`config.mk`:
```
export PLATFORM = sky130hd
export DESIGN_NAME = rational_add_subtract
export DESIGN_NICKNAME = d
export VERILOG_FILES = /design/src/design/ras_pkg.sv /design/src/design/ras_div.sv /design/src/design/rational_add_subtract.sv
export SDC_FILE = /design/constraint.sdc
export NUM_CORES = 1
export LEC_CHECK = 0
export BUFFER_PORTS_ARGS = -buffer_cell sky130_fd_sc_hd__buf_2
export CAP_MARGIN = 20
export CORE_ASPECT_RATIO = 0.6
export CORE_MARGIN = 4
export CORE_UTILIZATION = 43
export DETAILED_ROUTE_END_ITERATION = 12
export PLACE_DENSITY = 0.59
export SLEW_MARGIN = 20
export SYNTH_ARGS = -nofsm -noshare
export SYNTH_HDL_FRONTEND = slang
export SYNTH_SLANG_ARGS = --single-unit
```
`constraint.sdc`:
```
create_clock -name clk -period 13.96 [get_ports clk]
set_input_delay 2.792 -clock clk [delete_from_list [all_inputs] [get_ports clk]]
set_output_delay 2.792 -clock clk [all_outputs]
set_load 0.005 [all_outputs]
```
`src/design/ras_pkg.sv`:
```
// ras_pkg: shared widths, types and state codes for the rational add/subtract block
// no dependencies; used by ras_div and rational_add_subtract
package ras_pkg;

  // operand width of each numerator and denominator
  localparam int OPW = 16;

  // fixed output field widths
  localparam int NUM_W = 33;
  localparam int DEN_W = 31;

  // product, sum and divider widths
  localparam int PROD_W = 2 * OPW;
  localparam int DW     = PROD_W + 1;
  localparam int CNT_W  = $clog2(DW + 1);

  // widths used when wrapping quotients into the output fields
  localparam int NUM_EXT_W = (DW > NUM_W) ? DW : NUM_W;
  localparam int DEN_EXT_W = (DW > DEN_W) ? DW : DEN_W;

  // stream widths
  localparam int IN_DATA_W  = ((4 * OPW + 7) / 8) * 8;
  localparam int OUT_DATA_W = ((NUM_W + DEN_W + 7) / 8) * 8;

  // status codes
  localparam logic STATUS_OK       = 1'b0;
  localparam logic STATUS_ZERO_DEN = 1'b1;

  // operation codes
  localparam logic OP_ADD = 1'b0;
  localparam logic OP_SUB = 1'b1;

  // divider request and response
  typedef struct packed {
    logic start;
    logic wide;   // full dividend width, else operand width only
  } div_req_t;

  typedef struct packed {
    logic busy;
    logic done;
  } div_rsp_t;

  // sequencer states
  typedef enum logic [3:0] {
    ST_IDLE,
    ST_GCD_GO,
    ST_GCD_RUN,
    ST_MUL_A,
    ST_MUL_B,
    ST_MUL_C,
    ST_COMBINE,
    ST_DIVN_GO,
    ST_DIVN_RUN,
    ST_DIVD_GO,
    ST_DIVD_RUN,
    ST_FINISH
  } state_t;

endpackage

```
`src/design/ras_div.sv`:
```
// ras_div: shared restoring divider, one quotient bit per cycle
// depends on ras_pkg for widths and the request/response structs
module ras_div
  import ras_pkg::*;
(
  input  logic           clk,
  input  logic           rst,
  input  div_req_t       req,
  input  logic [DW-1:0]  dividend,
  input  logic [OPW-1:0] divisor,
  output div_rsp_t       rsp,
  output logic [DW-1:0]  quotient,
  output logic [OPW-1:0] remainder
);

  logic [OPW:0]     rem;
  logic [DW-1:0]    quo;
  logic [CNT_W-1:0] cnt;
  logic             busy;
  logic             done;

  logic [OPW:0]     shifted;
  logic             ge;
  logic [OPW:0]     diff;

  // one restoring step
  always_comb begin
    shifted = {rem[OPW-1:0], quo[DW-1]};
    ge      = shifted >= {1'b0, divisor};
    diff    = shifted - {1'b0, divisor};
  end

  // control
  always_ff @(posedge clk) begin
    if (rst) begin
      busy <= 1'b0;
      done <= 1'b0;
      cnt  <= '0;
    end else begin
      done <= 1'b0;
      if (req.start && !busy) begin
        busy <= 1'b1;
        cnt  <= req.wide ? CNT_W'(DW) : CNT_W'(OPW);
      end else if (busy) begin
        cnt <= cnt - CNT_W'(1);
        if (cnt == CNT_W'(1)) begin
          busy <= 1'b0;
          done <= 1'b1;
        end
      end
    end
  end

  // datapath: narrow requests sit at the top of the shift register
  always_ff @(posedge clk) begin
    if (req.start && !busy) begin
      rem <= '0;
      quo <= req.wide ? dividend : {dividend[OPW-1:0], {(DW-OPW){1'b0}}};
    end else if (busy) begin
      rem <= ge ? diff : shifted;
      quo <= {quo[DW-2:0], ge};
    end
  end

  assign rsp.busy  = busy;
  assign rsp.done  = done;
  assign quotient  = quo;
  assign remainder = rem[OPW-1:0];

  // remainder is reduced below the divisor at the end of a run
  a_rem_below: assert property (@(posedge clk) disable iff (rst)
    done && divisor != '0 |-> {1'b0, rem[OPW-1:0]} < {1'b0, divisor} && !rem[OPW])
    else $error("divider remainder not reduced");

  // a running divider always has steps left
  a_cnt_live: assert property (@(posedge clk) disable iff (rst)
    busy |-> cnt != '0)
    else $error("divider busy with zero count");

  // done only follows a busy cycle
  a_done_after_busy: assert property (@(posedge clk) disable iff (rst)
    done |-> $past(busy))
    else $error("divider done without a run");

endmodule

```
`src/design/rational_add_subtract.sv`:
```
// rational_add_subtract: top level, sequencer, shared multiplier and output register
// depends on ras_pkg and ras_div
//
// Adds (tuser 0) or subtracts (tuser 1) two fractions and returns the result over
// den_a*den_b/gcd, not fully reduced. A zero denominator returns status 1 with zero
// fields. Otherwise the sequencer finds the gcd of the denominators by Euclid
// remainder steps, forms both cross products and den_a*den_b on the shared
// multiplier, combines them and divides numerator and denominator by the gcd.
// The shared one-bit-per-cycle divider is used for every Euclid remainder and
// for both final divisions. The next request is taken while a finished result
// still waits in the output register.
module rational_add_subtract
  import ras_pkg::*;
(
  input  logic                  clk,
  input  logic                  rst,
  input  logic                  s_axis_tvalid,
  output logic                  s_axis_tready,
  input  logic [IN_DATA_W-1:0]  s_axis_tdata,  // num_a, den_a, num_b, den_b
  input  logic [0:0]            s_axis_tuser,  // operation
  output logic                  m_axis_tvalid,
  input  logic                  m_axis_tready,
  output logic [OUT_DATA_W-1:0] m_axis_tdata,  // result_num, result_den
  output logic [0:0]            m_axis_tuser   // status
);

  // magnitude of a two's complement operand
  function automatic logic [OPW-1:0] mag_of(input logic [OPW-1:0] v);
    mag_of = v[OPW-1] ? (~v + OPW'(1)) : v;
  endfunction

  state_t state, state_next;

  logic [OPW-1:0]    na, da, nb, db;
  logic              s1, s2;
  logic              err;
  logic [OPW-1:0]    gx, gy, gval;
  logic [PROD_W-1:0] t1, t2, pden;
  logic [DW-1:0]     mag;
  logic              neg;
  logic [DW-1:0]     qnum;
  logic              out_valid;
  logic [NUM_W-1:0]  out_num;
  logic [DEN_W-1:0]  out_den;
  logic              out_status;

  logic [OPW-1:0]    in_num_a, in_den_a, in_num_b, in_den_b;
  logic              in_op;
  logic              accept;
  logic              out_free;

  logic [OPW-1:0]    mul_x, mul_y;
  logic [PROD_W-1:0] product;
  logic [DW-1:0]     sum_same, sum_diff;

  div_req_t          div_req;
  div_rsp_t          div_rsp;
  logic [DW-1:0]     div_dividend;
  logic [OPW-1:0]    div_divisor;
  logic [DW-1:0]     div_quo;
  logic [OPW-1:0]    div_rem;

  logic [NUM_EXT_W-1:0] num_ext, num_signed;
  logic [DEN_EXT_W-1:0] den_ext;

  // request fields
  assign in_num_a = s_axis_tdata[OPW-1:0];
  assign in_den_a = s_axis_tdata[2*OPW-1:OPW];
  assign in_num_b = s_axis_tdata[3*OPW-1:2*OPW];
  assign in_den_b = s_axis_tdata[4*OPW-1:3*OPW];
  assign in_op    = s_axis_tuser[0];

  assign s_axis_tready = (state == ST_IDLE);
  assign accept        = s_axis_tvalid && s_axis_tready;
  assign out_free      = !out_valid || m_axis_tready;

  // shared multiplier, operands picked by state
  always_comb begin
    case (state)
      ST_MUL_A: begin mul_x = na; mul_y = db; end
      ST_MUL_B: begin mul_x = nb; mul_y = da; end
      default:  begin mul_x = da; mul_y = db; end
    endcase
    product = PROD_W'(mul_x) * PROD_W'(mul_y);
  end

  // signed sum of the cross products as sign and magnitude
  assign sum_same = {1'b0, t1} + {1'b0, t2};
  assign sum_diff = (t1 >= t2) ? DW'(t1 - t2) : DW'(t2 - t1);

  // divider operands
  always_comb begin
    div_req.start = 1'b0;
    div_req.wide  = 1'b1;
    div_dividend  = DW'(pden);
    div_divisor   = gval;
    case (state)
      ST_GCD_GO: begin
        div_req.start = 1'b1;
        div_req.wide  = 1'b0;
        div_dividend  = DW'(gx);
        div_divisor   = gy;
      end
      ST_GCD_RUN: begin
        div_req.wide  = 1'b0;
        div_dividend  = DW'(gx);
        div_divisor   = gy;
      end
      ST_DIVN_GO: begin
        div_req.start = 1'b1;
        div_dividend  = mag;
      end
      ST_DIVN_RUN: div_dividend = mag;
      ST_DIVD_GO: div_req.start = 1'b1;
      default: ;
    endcase
  end

  ras_div u_div (
    .clk       (clk),
    .rst       (rst),
    .req       (div_req),
    .dividend  (div_dividend),
    .divisor   (div_divisor),
    .rsp       (div_rsp),
    .quotient  (div_quo),
    .remainder (div_rem)
  );

  // state register
  always_ff @(posedge clk) begin
    if (rst) begin
      state <= ST_IDLE;
    end else begin
      state <= state_next;
    end
  end

  // next state
  always_comb begin
    state_next = state;
    case (state)
      ST_IDLE: begin
        if (accept) begin
          if (in_den_a == '0 || in_den_b == '0) state_next = ST_FINISH;
          else                                  state_next = ST_GCD_GO;
        end
      end
      ST_GCD_GO:  state_next = ST_GCD_RUN;
      ST_GCD_RUN: begin
        if (div_rsp.done) state_next = (div_rem == '0) ? ST_MUL_A : ST_GCD_GO;
      end
      ST_MUL_A:    state_next = ST_MUL_B;
      ST_MUL_B:    state_next = ST_MUL_C;
      ST_MUL_C:    state_next = ST_COMBINE;
      ST_COMBINE:  state_next = ST_DIVN_GO;
      ST_DIVN_GO:  state_next = ST_DIVN_RUN;
      ST_DIVN_RUN: if (div_rsp.done) state_next = ST_DIVD_GO;
      ST_DIVD_GO:  state_next = ST_DIVD_RUN;
      ST_DIVD_RUN: if (div_rsp.done) state_next = ST_FINISH;
      ST_FINISH:   if (out_free) state_next = ST_IDLE;
      default:     state_next = ST_IDLE;
    endcase
  end

  // operand capture, euclid registers, products, signed sum and numerator quotient
  always_ff @(posedge clk) begin
    case (state)
      ST_IDLE: begin
        if (accept) begin
          na  <= mag_of(in_num_a);
          da  <= mag_of(in_den_a);
          nb  <= mag_of(in_num_b);
          db  <= mag_of(in_den_b);
          gx  <= mag_of(in_den_a);
          gy  <= mag_of(in_den_b);
          s1  <= in_num_a[OPW-1] ^ in_den_a[OPW-1];
          s2  <= in_num_b[OPW-1] ^ in_den_b[OPW-1] ^ (in_op == OP_SUB);
          err <= (in_den_a == '0 || in_den_b == '0);
        end
      end
      ST_GCD_RUN: begin
        if (div_rsp.done) begin
          if (div_rem == '0) begin
            gval <= gy;
          end else begin
            gx <= gy;
            gy <= div_rem;
          end
        end
      end
      ST_MUL_A: t1   <= product;
      ST_MUL_B: t2   <= product;
      ST_MUL_C: pden <= product;
      ST_COMBINE: begin
        if (s1 == s2) begin
          mag <= sum_same;
          neg <= s1;
        end else begin
          mag <= sum_diff;
          neg <= (t1 >= t2) ? s1 : s2;
        end
      end
      ST_DIVN_RUN: if (div_rsp.done) qnum <= div_quo;
      default: ;
    endcase
  end

  // final sign and wrap into the output widths
  assign num_ext    = NUM_EXT_W'(qnum);
  assign num_signed = (neg && qnum != '0) ? (~num_ext + NUM_EXT_W'(1)) : num_ext;
  assign den_ext    = DEN_EXT_W'(div_quo);

  // output register
  always_ff @(posedge clk) begin
    if (rst) begin
      out_valid <= 1'b0;
    end else if (state == ST_FINISH && out_free) begin
      out_valid <= 1'b1;
    end else if (m_axis_tready) begin
      out_valid <= 1'b0;
    end
  end

  // result fields, loaded only when the output register is free
  always_ff @(posedge clk) begin
    if (state == ST_FINISH && out_free) begin
      out_num    <= err ? '0 : num_signed[NUM_W-1:0];
      out_den    <= err ? '0 : den_ext[DEN_W-1:0];
      out_status <= err ? STATUS_ZERO_DEN : STATUS_OK;
    end
  end

  assign m_axis_tvalid   = out_valid;
  assign m_axis_tdata    = OUT_DATA_W'({out_den, out_num});
  assign m_axis_tuser[0] = out_status;

  // a zero denominator skips straight to the result
  a_zero_den_short: assert property (@(posedge clk) disable iff (rst)
    accept && (in_den_a == '0 || in_den_b == '0) |=> state == ST_FINISH && err)
    else $error("zero denominator not short-cut");

  // an error result carries zero fields
  a_err_zero: assert property (@(posedge clk) disable iff (rst)
    out_valid && out_status == STATUS_ZERO_DEN |-> out_num == '0 && out_den == '0)
    else $error("error result with nonzero fields");

  // the gcd used for the final divisions is never zero
  a_gcd_nonzero: assert property (@(posedge clk) disable iff (rst)
    state == ST_DIVN_GO |-> gval != '0)
    else $error("zero gcd reached division");

  // a pending result is not overwritten before it is taken
  a_hold_result: assert property (@(posedge clk) disable iff (rst)
    out_valid && !m_axis_tready |=> out_valid && $stable(out_num) && $stable(out_den)
      && $stable(out_status))
    else $error("pending result lost");

endmodule
```
# After elaboration in Yosys (flattened, before gate mapping)
# Index checks and enable logic that the tools add are counted.
[totals]
out_inout_bits = 67
ff_bits = 405
[classes]
n_bitwise = 9
mul = 1
add_sub_neg = 10
n_mux = 44
eq_ne = 19
n_reduce_logical = 25
magnitude_cmp = 2
[op_table]
columns = ["op", "n"]
rows = [
  ["$mux W33", 6],
  ["$mux W16", 11],
  ["$pmux W16 S2", 3],
  ["$pmux W33 S2", 1],
  ["$sub A32 B32 Y33", 2],
  ["$add A16 B1 Y16 const B", 4],
  ["$not A16 Y16", 4],
  ["$logic_not A16 Y1", 3],
  ["$pmux W4 S12", 1],
  ["$add A32 B32 Y33", 1],
  ["$add A33 B1 Y33 const B", 1],
  ["$not A33 Y33", 1],
  ["$reduce_bool A33 Y1", 1],
  ["$ge A32 B32 Y1", 1],
  ["$mul A16 B16 Y32", 1],
  ["$mux W15", 2],
  ["$mux W4", 6],
  ["$mux W6", 3],
  ["$ge A17 B16 Y1", 1],
  ["$eq A4 B3 Y1 const B", 4],
  ["$eq A4 B4 Y1 const B", 4],
  ["$sub A16 B16 Y16", 1],
  ["$mux W1", 10],
  ["$eq A4 B2 Y1 const B", 2],
  ["other kinds (20)", 36],
]

# Depth between registers and ports, before layout
# Gate-level depths: netlist of run 1.
[logic_depth]
ltp_word = 6
depth_mapped = 32

# Modules after synthesis
# From an unflattened synthesis of run 1, not the netlist that was laid out.
[hier_totals]
hier_cells = 3171
hier_area_um2 = 31388.9
[by_module_without_submodules]
columns = ["mod", "area_per_inst_um2", "cells_each", "seq_area_each_um2", "n_inst"]
rows = [
  ["rational_add_subtract", 27919.3, 2786, 10400.0, 1],
  ["ras_div", 3469.6, 385, 1471.4, 1],
]

# Worst setup path after synthesis of run 1
# No wires, ideal clock.
[synth_timing]
path_type = "register to register"
from = "register state[0]"
to = "register pden[30] (data pin)"
period_less_slack_ns = 8.069
setup_ns = 0.269
path_stages_with_launch = 30
path_slack_ns = 5.891
n_path_buf = 3
t_arrival_ns = 7.801
required_ns = 13.691
cell_sequence = "dfxtp_1 -> buf_2 -> nand2_1 -> nor3_2 -> clkbuf_1 -> a22oi_1 -> and2_1 -> clkbuf_1 -> nor2_1 -> fa_1 -> inv_1 -> fa_1 -> fa_1 -> fa_1 -> inv_1 -> fa_1 -> inv_1 -> fa_1 -> inv_1 -> ha_1 -> a21o_1 -> a21oi_1 -> o21ai_1 -> a22o_1 -> a31oi_1 -> a211o_1 -> nor3_1 -> or2_2 -> a221oi_2 -> xnor2_1"
[synth_via]
elab_chain_len = 3
elab_cells_between_ends = 5
[synth_rtl]
columns = ["element", "line", "rtl"]
rows = [
  ["start: declaration", "rational_add_subtract.sv:32", "state_t state, state_next;"],
  ["start signal: assignment", "rational_add_subtract.sv:135", "state <= state_next;"],
  ["$eq A4 B3 Y1 / $eq A4 B2 Y1 (equally long branches)", "rational_add_subtract.sv:79", "case (state)"],
  ["$pmux W16 S2 / $mux W16 (equally long branches)", "rational_add_subtract.sv:79", ""],
  ["$mul A16 B16 Y32 *", "rational_add_subtract.sv:84", "product = PROD_W'(mul_x) * PROD_W'(mul_y);"],
  ["via product[30]", "rational_add_subtract.sv:53", "logic [PROD_W-1:0] product;"],
  ["end signal: assignment", "rational_add_subtract.sv:194", "ST_MUL_C: pden <= product;"],
  ["end: declaration", "rational_add_subtract.sv:38", "logic [PROD_W-1:0] t1, t2, pden;"],
]
# Mark *: on every way through the listed nets, which the timed path passes. The rest lies on a longest branch.
# A chain may end at the register's enable or synchronous reset.

# Worst setup path after layout of run 1
[layout_timing]
from = "register state[0]"
to = "register t2[31] (data pin)"
[layout_via]
elab_chain_len = 3
elab_cells_between_ends = 5
[layout_rtl]
columns = ["element", "line", "rtl"]
rows = [
  ["$eq A4 B3 Y1 / $eq A4 B2 Y1 (equally long branches)", "rational_add_subtract.sv:79", ""],
  ["$pmux W16 S2 / $mux W16 (equally long branches)", "rational_add_subtract.sv:79", ""],
  ["$mul A16 B16 Y32 *", "rational_add_subtract.sv:84", ""],
  ["via product[31]", "rational_add_subtract.sv:53", ""],
  ["end signal: assignment", "rational_add_subtract.sv:193", "ST_MUL_B: t2 <= product;"],
  ["end: declaration", "rational_add_subtract.sv:38", ""],
]
# Marked as above.

==> summary.md, run 1 <==
| Metric | Value |
|---|---|
| Most used cell, CP | fa_1 |
| TritonCTS clock tree | yes |
| Via count | around 24k |
| I/O pins | about 140 |
| Worst EP arrival | between 9 and 10 ns |
| Yosys warns | 0 |
| Min-Delay Path Class | flip-flop to flip-flop |
| Die height | roughly 220 µm |
| Post-synth top area cell | edfxtp_1 |
| Largest delay share family, worst path | adder cells |
| Worst rel slew slack | 31.6% |
| Maximum buffer depth of the clock tree | 3 |
| Post-CTS sizing | 0 |
| Post-synth ARST share | 0% |
| Post-CTS Hold Fix Bufs | 0 |
| Post-synth EDFFs | about 380 |
| Most frequent cells in the layout | 376 x edfxtp_1, 369 x inv_1, 360 x nand2_1 |
| Synth Net Count | 3661 |
| GRT Resource Usage Total | around 25% |
| Post-synth top area share | 36.0% |
| Port bufs | 135 |
| Via-to-Cell Ratio | 5.57 |
| Antenna Nets Post-Route | 0 |
| RePlAce Congestion | 0.952 |
| Clk root buf | clkbuf_16 |
| Mapped Area | 31300 µm² |
| Crit-path max FO | 49 |
| DRT iter0 DRCs | 2830 |
| Fin. Hold Viols | 0 |
| Die width | about 360 µm |
| Routed wire length | 95.6 mm |
| RSZ-0062 raised after global routing | no |
| Most common cell after layout, fill and taps aside | edfxtp_1 |
| Status | finished, final reports clean |
| Clk sink count | approximately 400 |
| Slowest cell delay on critical path | between 0.6 and 0.7 ns |
| Final Net Count | 3743 |
| Fin crit period | 8.71 ns |
| Initial core utilization | 43.5% |
| Synth Flop Type | edfxtp_1 |
| Total setup buffers inserted after CTS | 0 |
| DRT Pass-1 Iters | 6 |
| Vias in the first global route | between 20k and 25k |
| Worst path buffer plus inverter count | 5 |
| Initial antenna violation count | 0 |
| Slew Limit Fails | 0 |
| DR WL/cell | ~22 µm |
| Cts bufs inserted | 44 |
| Mapped Cells | 3170 |
| Worst-skew pair later-pin latency | roughly 0.59 ns |
| Fmax achieved | 115 MHz |
| HPWL Detailed | 76.1 mm |
| Slowest cell on the critical path | buf_4 |
| Clk slew on worst S/H paths | 0.06 ns |
| Share of cells above drive strength 1 | 10.2% |
| Worst Setup End Kind | flip-flop |
| Critical Path RT | 14.36 ns |
| # setup viols final | 0 |
| Tcrit/Tclk final | 62.4% |
| Largest cells by area after synthesis | edfxtp_1 36%, fa_1 13%, ha_1 8.9% |
| Clk_skew | 0.0215 ns |
| Row count | 76 |
| Area grow syn2layout | 9.83% |
| Yosys cell types | 96 |
| Core area | 72000 µm² |
| Post-synthesis sequential area ratio | 37.9% |
| Syn_area_per_cell | 9.88 µm² |
| Largest net degree at the start of global routing | 69 |
| # DRC | 0 |
| Crit start category | flip-flop |
| Max-cap violations | 0 |
| H-tree Lvls | 2 |
| Setup TNS Final | 0 ns |
| Yosys reg bits | 405 |
| Gr ovfl total | 0 |
| Critical path class | flip-flop to flip-flop |
| First-pass GRT wire length | 146 mm |
| Worst slew pin tran | 1.03 ns |
| Layout fillers | 6751 |
| DIE AREA | 77400 µm² |
-- cell usage after synthesis (all sizes together) (5+ instances only) --
cell type  count
a2111oi        7
a211oi        25
a21boi         6
a21o          37
a21oi        192
a22o          26
a22oi         16
a31oi         23
and2          22
and3           8
buf           38
clkbuf        94
dfxtp         29
edfxtp       376
fa           198
ha           224
inv          369
mux2          32
mux2i         59
nand2        362
nand2b        35
nand3         46
nand3b         9
nand4         12
nor2         342
nor2b         53
nor3          39
nor3b          8
nor4          18
o211ai         8
o21a          14
o21ai        150
o21bai        17
o31a           5
o31ai         27
o41ai          7
or2            9
or3           22
or4            9
xnor2        116
xor2          34
-- final timing paths --
path	from	to	slack [ns]	cells past startpoint
worst max register to register	state[0]	t2[31]	5.25	28
worst min-delay path	u_div.quotient[31]	num_ext[31]	0.46	0
worst max-delay path	state[0]	t2[31]	5.25	28
worst min register to register	u_div.quotient[31]	num_ext[31]	0.46	0
-- per-stage QoR --
step / hold WS, ns / cells / area [µm²] / util, % / setup WS, ns
after global routing: 0.469 / 4263 / 34400 / 47.8 / 4.56
after detailed placement: 0.451 / 4181 / 32900 / 45.7 / 5.04
after global placement: 0.445 / 4181 / 32900 / 45.7 / 5.34
after floorplan: 0.424 / 3170 / 31300 / - / 5.89
final: 0.461 / 4264 / 34400 / 47.8 / 5.25
after CTS: 0.464 / 4263 / 34400 / 47.8 / 5.02
-- cell type report --
cell class	instances	area [µm²]	area share, %
Clock buffer	59	1230	3.57
Antenna cell	1	2.50	0.00727
Sequential cell	405	11900	34.5
Timing Repair Buffer	168	923	2.68
Multi-Input combinational cell	2264	17500	50.9
Inverter	369	1390	4.03
Tap cell	975	1220	3.55
Clock inverter	23	258	0.749
-- flip-flops by register name (all words and copies together), names as in the netlist, 31 cells and up --
| register | flops |
|---|---|
| out_den | 31 |
| mag | 33 |
| t1 | 32 |
| num_ext | 33 |
| t2 | 32 |
| pden | 32 |
| u_div.quotient | 33 |
| out_num | 33 |
-- cell families after synthesis --
| family | count (synthesis) | synth area share [%] |
|---|---|---|
| and+or+nand+nor | 1004 | 14.4 |
| buffers and inverters | 501 | 6.40 |
| AOI/OAI and AO/OA | 597 | 12.4 |
| adders and majority gates | 422 | 21.6 |
| muxes | 91 | 3.04 |
| xor gates and xnor gates | 150 | 4.19 |
| DFF | 405 | 37.9 |
-- layer usage --
metal  share of wire [%]  track usage (%)  up-vias  wire (µm)
met3                  11             7.07       89      10700
li1                    -                -    11000          -
met1                  50             41.0    11600      48100
met5                   0                0        -          0
met4                 1.3             4.02        0       1280
met2                  37             31.3     1034      35600
-- worst reg2reg max path: cells and delay by family (launching register included) --
| kind | cells | cell delay [ns] |
|---|---|---|
| AND/OR/NAND/NOR | 9 | 2.20 |
| adder cells (fa/ha/maj) | 7 | 3.24 |
| AO/OA/AOI/OAI | 6 | 1.37 |
| flip-flops | 1 | 0.59 |
| XOR/XNOR | 1 | 0.26 |
| buffers and inverters | 5 | 0.84 |
Power of run 1 is not shown: default switching activity piles up to over one toggle a cycle in this logic, so the estimate is an artifact.
==> inputs of run 2 (changes only) <==
==> constraint.sdc (replaced) <==
create_clock -name clk -period 9 [get_ports clk]
set_input_delay 1.8 -clock clk [delete_from_list [all_inputs] [get_ports clk]]
set_output_delay 1.8 -clock clk [all_outputs]
set_load 0.005 [all_outputs]
==> summary.md, run 2 (synthesized netlist as in run 1, its figures left out) <==
| Metric | Value |
|---|---|
| Initial core utilization | 43.5% |
| Crit-path max FO | 45 |
| Final Cell Area | 34300 µm² |
| Post-CTS sizing | 0 |
| Worst-skew pair later-pin latency | approximately 0.60 ns |
| DRT iter0 DRCs | 2479 |
| Antenna Nets Post-Route | 0 |
| Place WS | 0.656 ns |
| Via-to-Cell Ratio | between 5 and 6 |
| Tcrit/Tclk final | a little over nine tenths |
| Via count | 23.8k |
| Cts bufs inserted | 42 |
| Worst rel slew slack | 28.1% |
| Most common cell after layout, fill and taps aside | edfxtp_1 |
| Clk slew on worst S/H paths | 0.07 ns |
| Clk root buf | clkbuf_16 |
| Die width | about 360 µm |
| Worst setup margin | 0.546 ns |
| Max-cap violations | 0 |
| Most frequent cells in the layout | 376 x edfxtp_1, 369 x inv_1, 360 x nand2_1 |
| TritonCTS clock tree | yes |
| Row count | 76 |
| Area grow syn2layout | 9.64% |
| H-tree Lvls | 2 |
| Die height | approximately 220 µm |
| Cell Area, Placed | around 33000 µm² |
| Slew Limit Fails | 0 |
| Clk sink count | 405 |
| Vias in the first global route | 22.9k |
| HPWL Detailed | ~76 mm |
| Largest net degree at the start of global routing | 69 |
| Min-Delay Path Class | flip-flop to flip-flop |
| Worst EP arrival | 8.86 ns |
| DRT Pass-1 Iters | 6 |
| Final Net Count | 3747 |
| Fmax achieved | 118 MHz |
| RSZ-0062 raised after global routing | no |
| Maximum buffer depth of the clock tree | 3 |
| Worst slew pin tran | 1.05 ns |
| Critical Path RT | 9.41 ns |
| DR WL/cell | 22.3 µm |
| Critical path class | flip-flop to flip-flop |
| GRT Resource Usage Total | 24.3% |
| Worst Setup End Kind | flip-flop |
| Crit start category | flip-flop |
| Setup TNS Final | 0 ns |
| Post-CTS Hold Fix Bufs | 0 |
| DIE AREA | 77400 µm² |
| # DRC | 0 |
| Total setup buffers inserted after CTS | 0 |
| RePlAce Congestion | approximately 0.96 |
| Port bufs | 135 |
| # setup viols final | 0 |
| Initial antenna violation count | 1 |
| Status | finished, final reports clean |
| Slowest cell delay on critical path | 0.60 ns |
| I/O pins | 136 |
| Gr ovfl total | 0 |
| Most used cell, CP | fa_1 |
| Number of diodes | 0 |
| Slowest cell on the critical path | dfxtp_1 |
| Fin crit period | 8.45 ns |
| Share of cells above drive strength 1 | approximately 10% |
| Clk_skew | 0.0303 ns |
| Routed wire length | 95.0 mm |
| First-pass GRT wire length | 144 mm |
| Fin. Hold Viols | 0 |
| Core area | between 70000 and 80000 µm² |
## run 2: worst paths after layout
path,startpoint,endpoint,slack (ns),depth (start not counted)
max,state[2],pden[31],0.55,26
min,u_div.quotient[22],num_ext[22],0.47,0
max reg2reg,state[2],pden[31],0.55,26
min reg2reg,u_div.quotient[22],num_ext[22],0.47,0
## run 2: layout make-up
class                   instances  area, µm²
flip-flops and latches        405      11900
multi-input cells            2264      17500
clock inverters                21        287
fillers                      6822      37600
well taps                     975       1220
repair buffers                174        981
inverters                     369       1390
clock buffers                  53       1090
## run 2: routing by layer
layer / vias to the layer above / GRT usage, % / routed length, µm
met5: - / 0 / 0
met4: 0 / 3.22 / 943
met3: 72 / 5.65 / 9760
met2: 988 / 31.2 / 35900
met1: 11800 / 41.2 / 48400
li1: 11000 / - / -
## run 2: critical path, delay by kind of cell (launching register included)
kind | cells | cell delay [ns]
AOI/OAI and AO/OA | 7 | 1.72
DFF | 1 | 0.60
xor gates and xnor gates | 1 | 0.25
buffers and inverters | 4 | 0.44
adders and majority gates | 7 | 3.46
and+or+nand+nor | 7 | 1.73
## run 2: per-stage QoR
step           hold slack, ns  std cells  util [%]
4_1_cts                 0.470       4261      47.7
2_1_floorplan           0.424       3170         -
6_report                0.467       4261      47.7
3_5_place_dp            0.449       4187      45.8
3_3_place_gp            0.443       4187      45.8
5_1_grt                 0.490       4261      47.7
Power of run 2 is left out for the same reason.
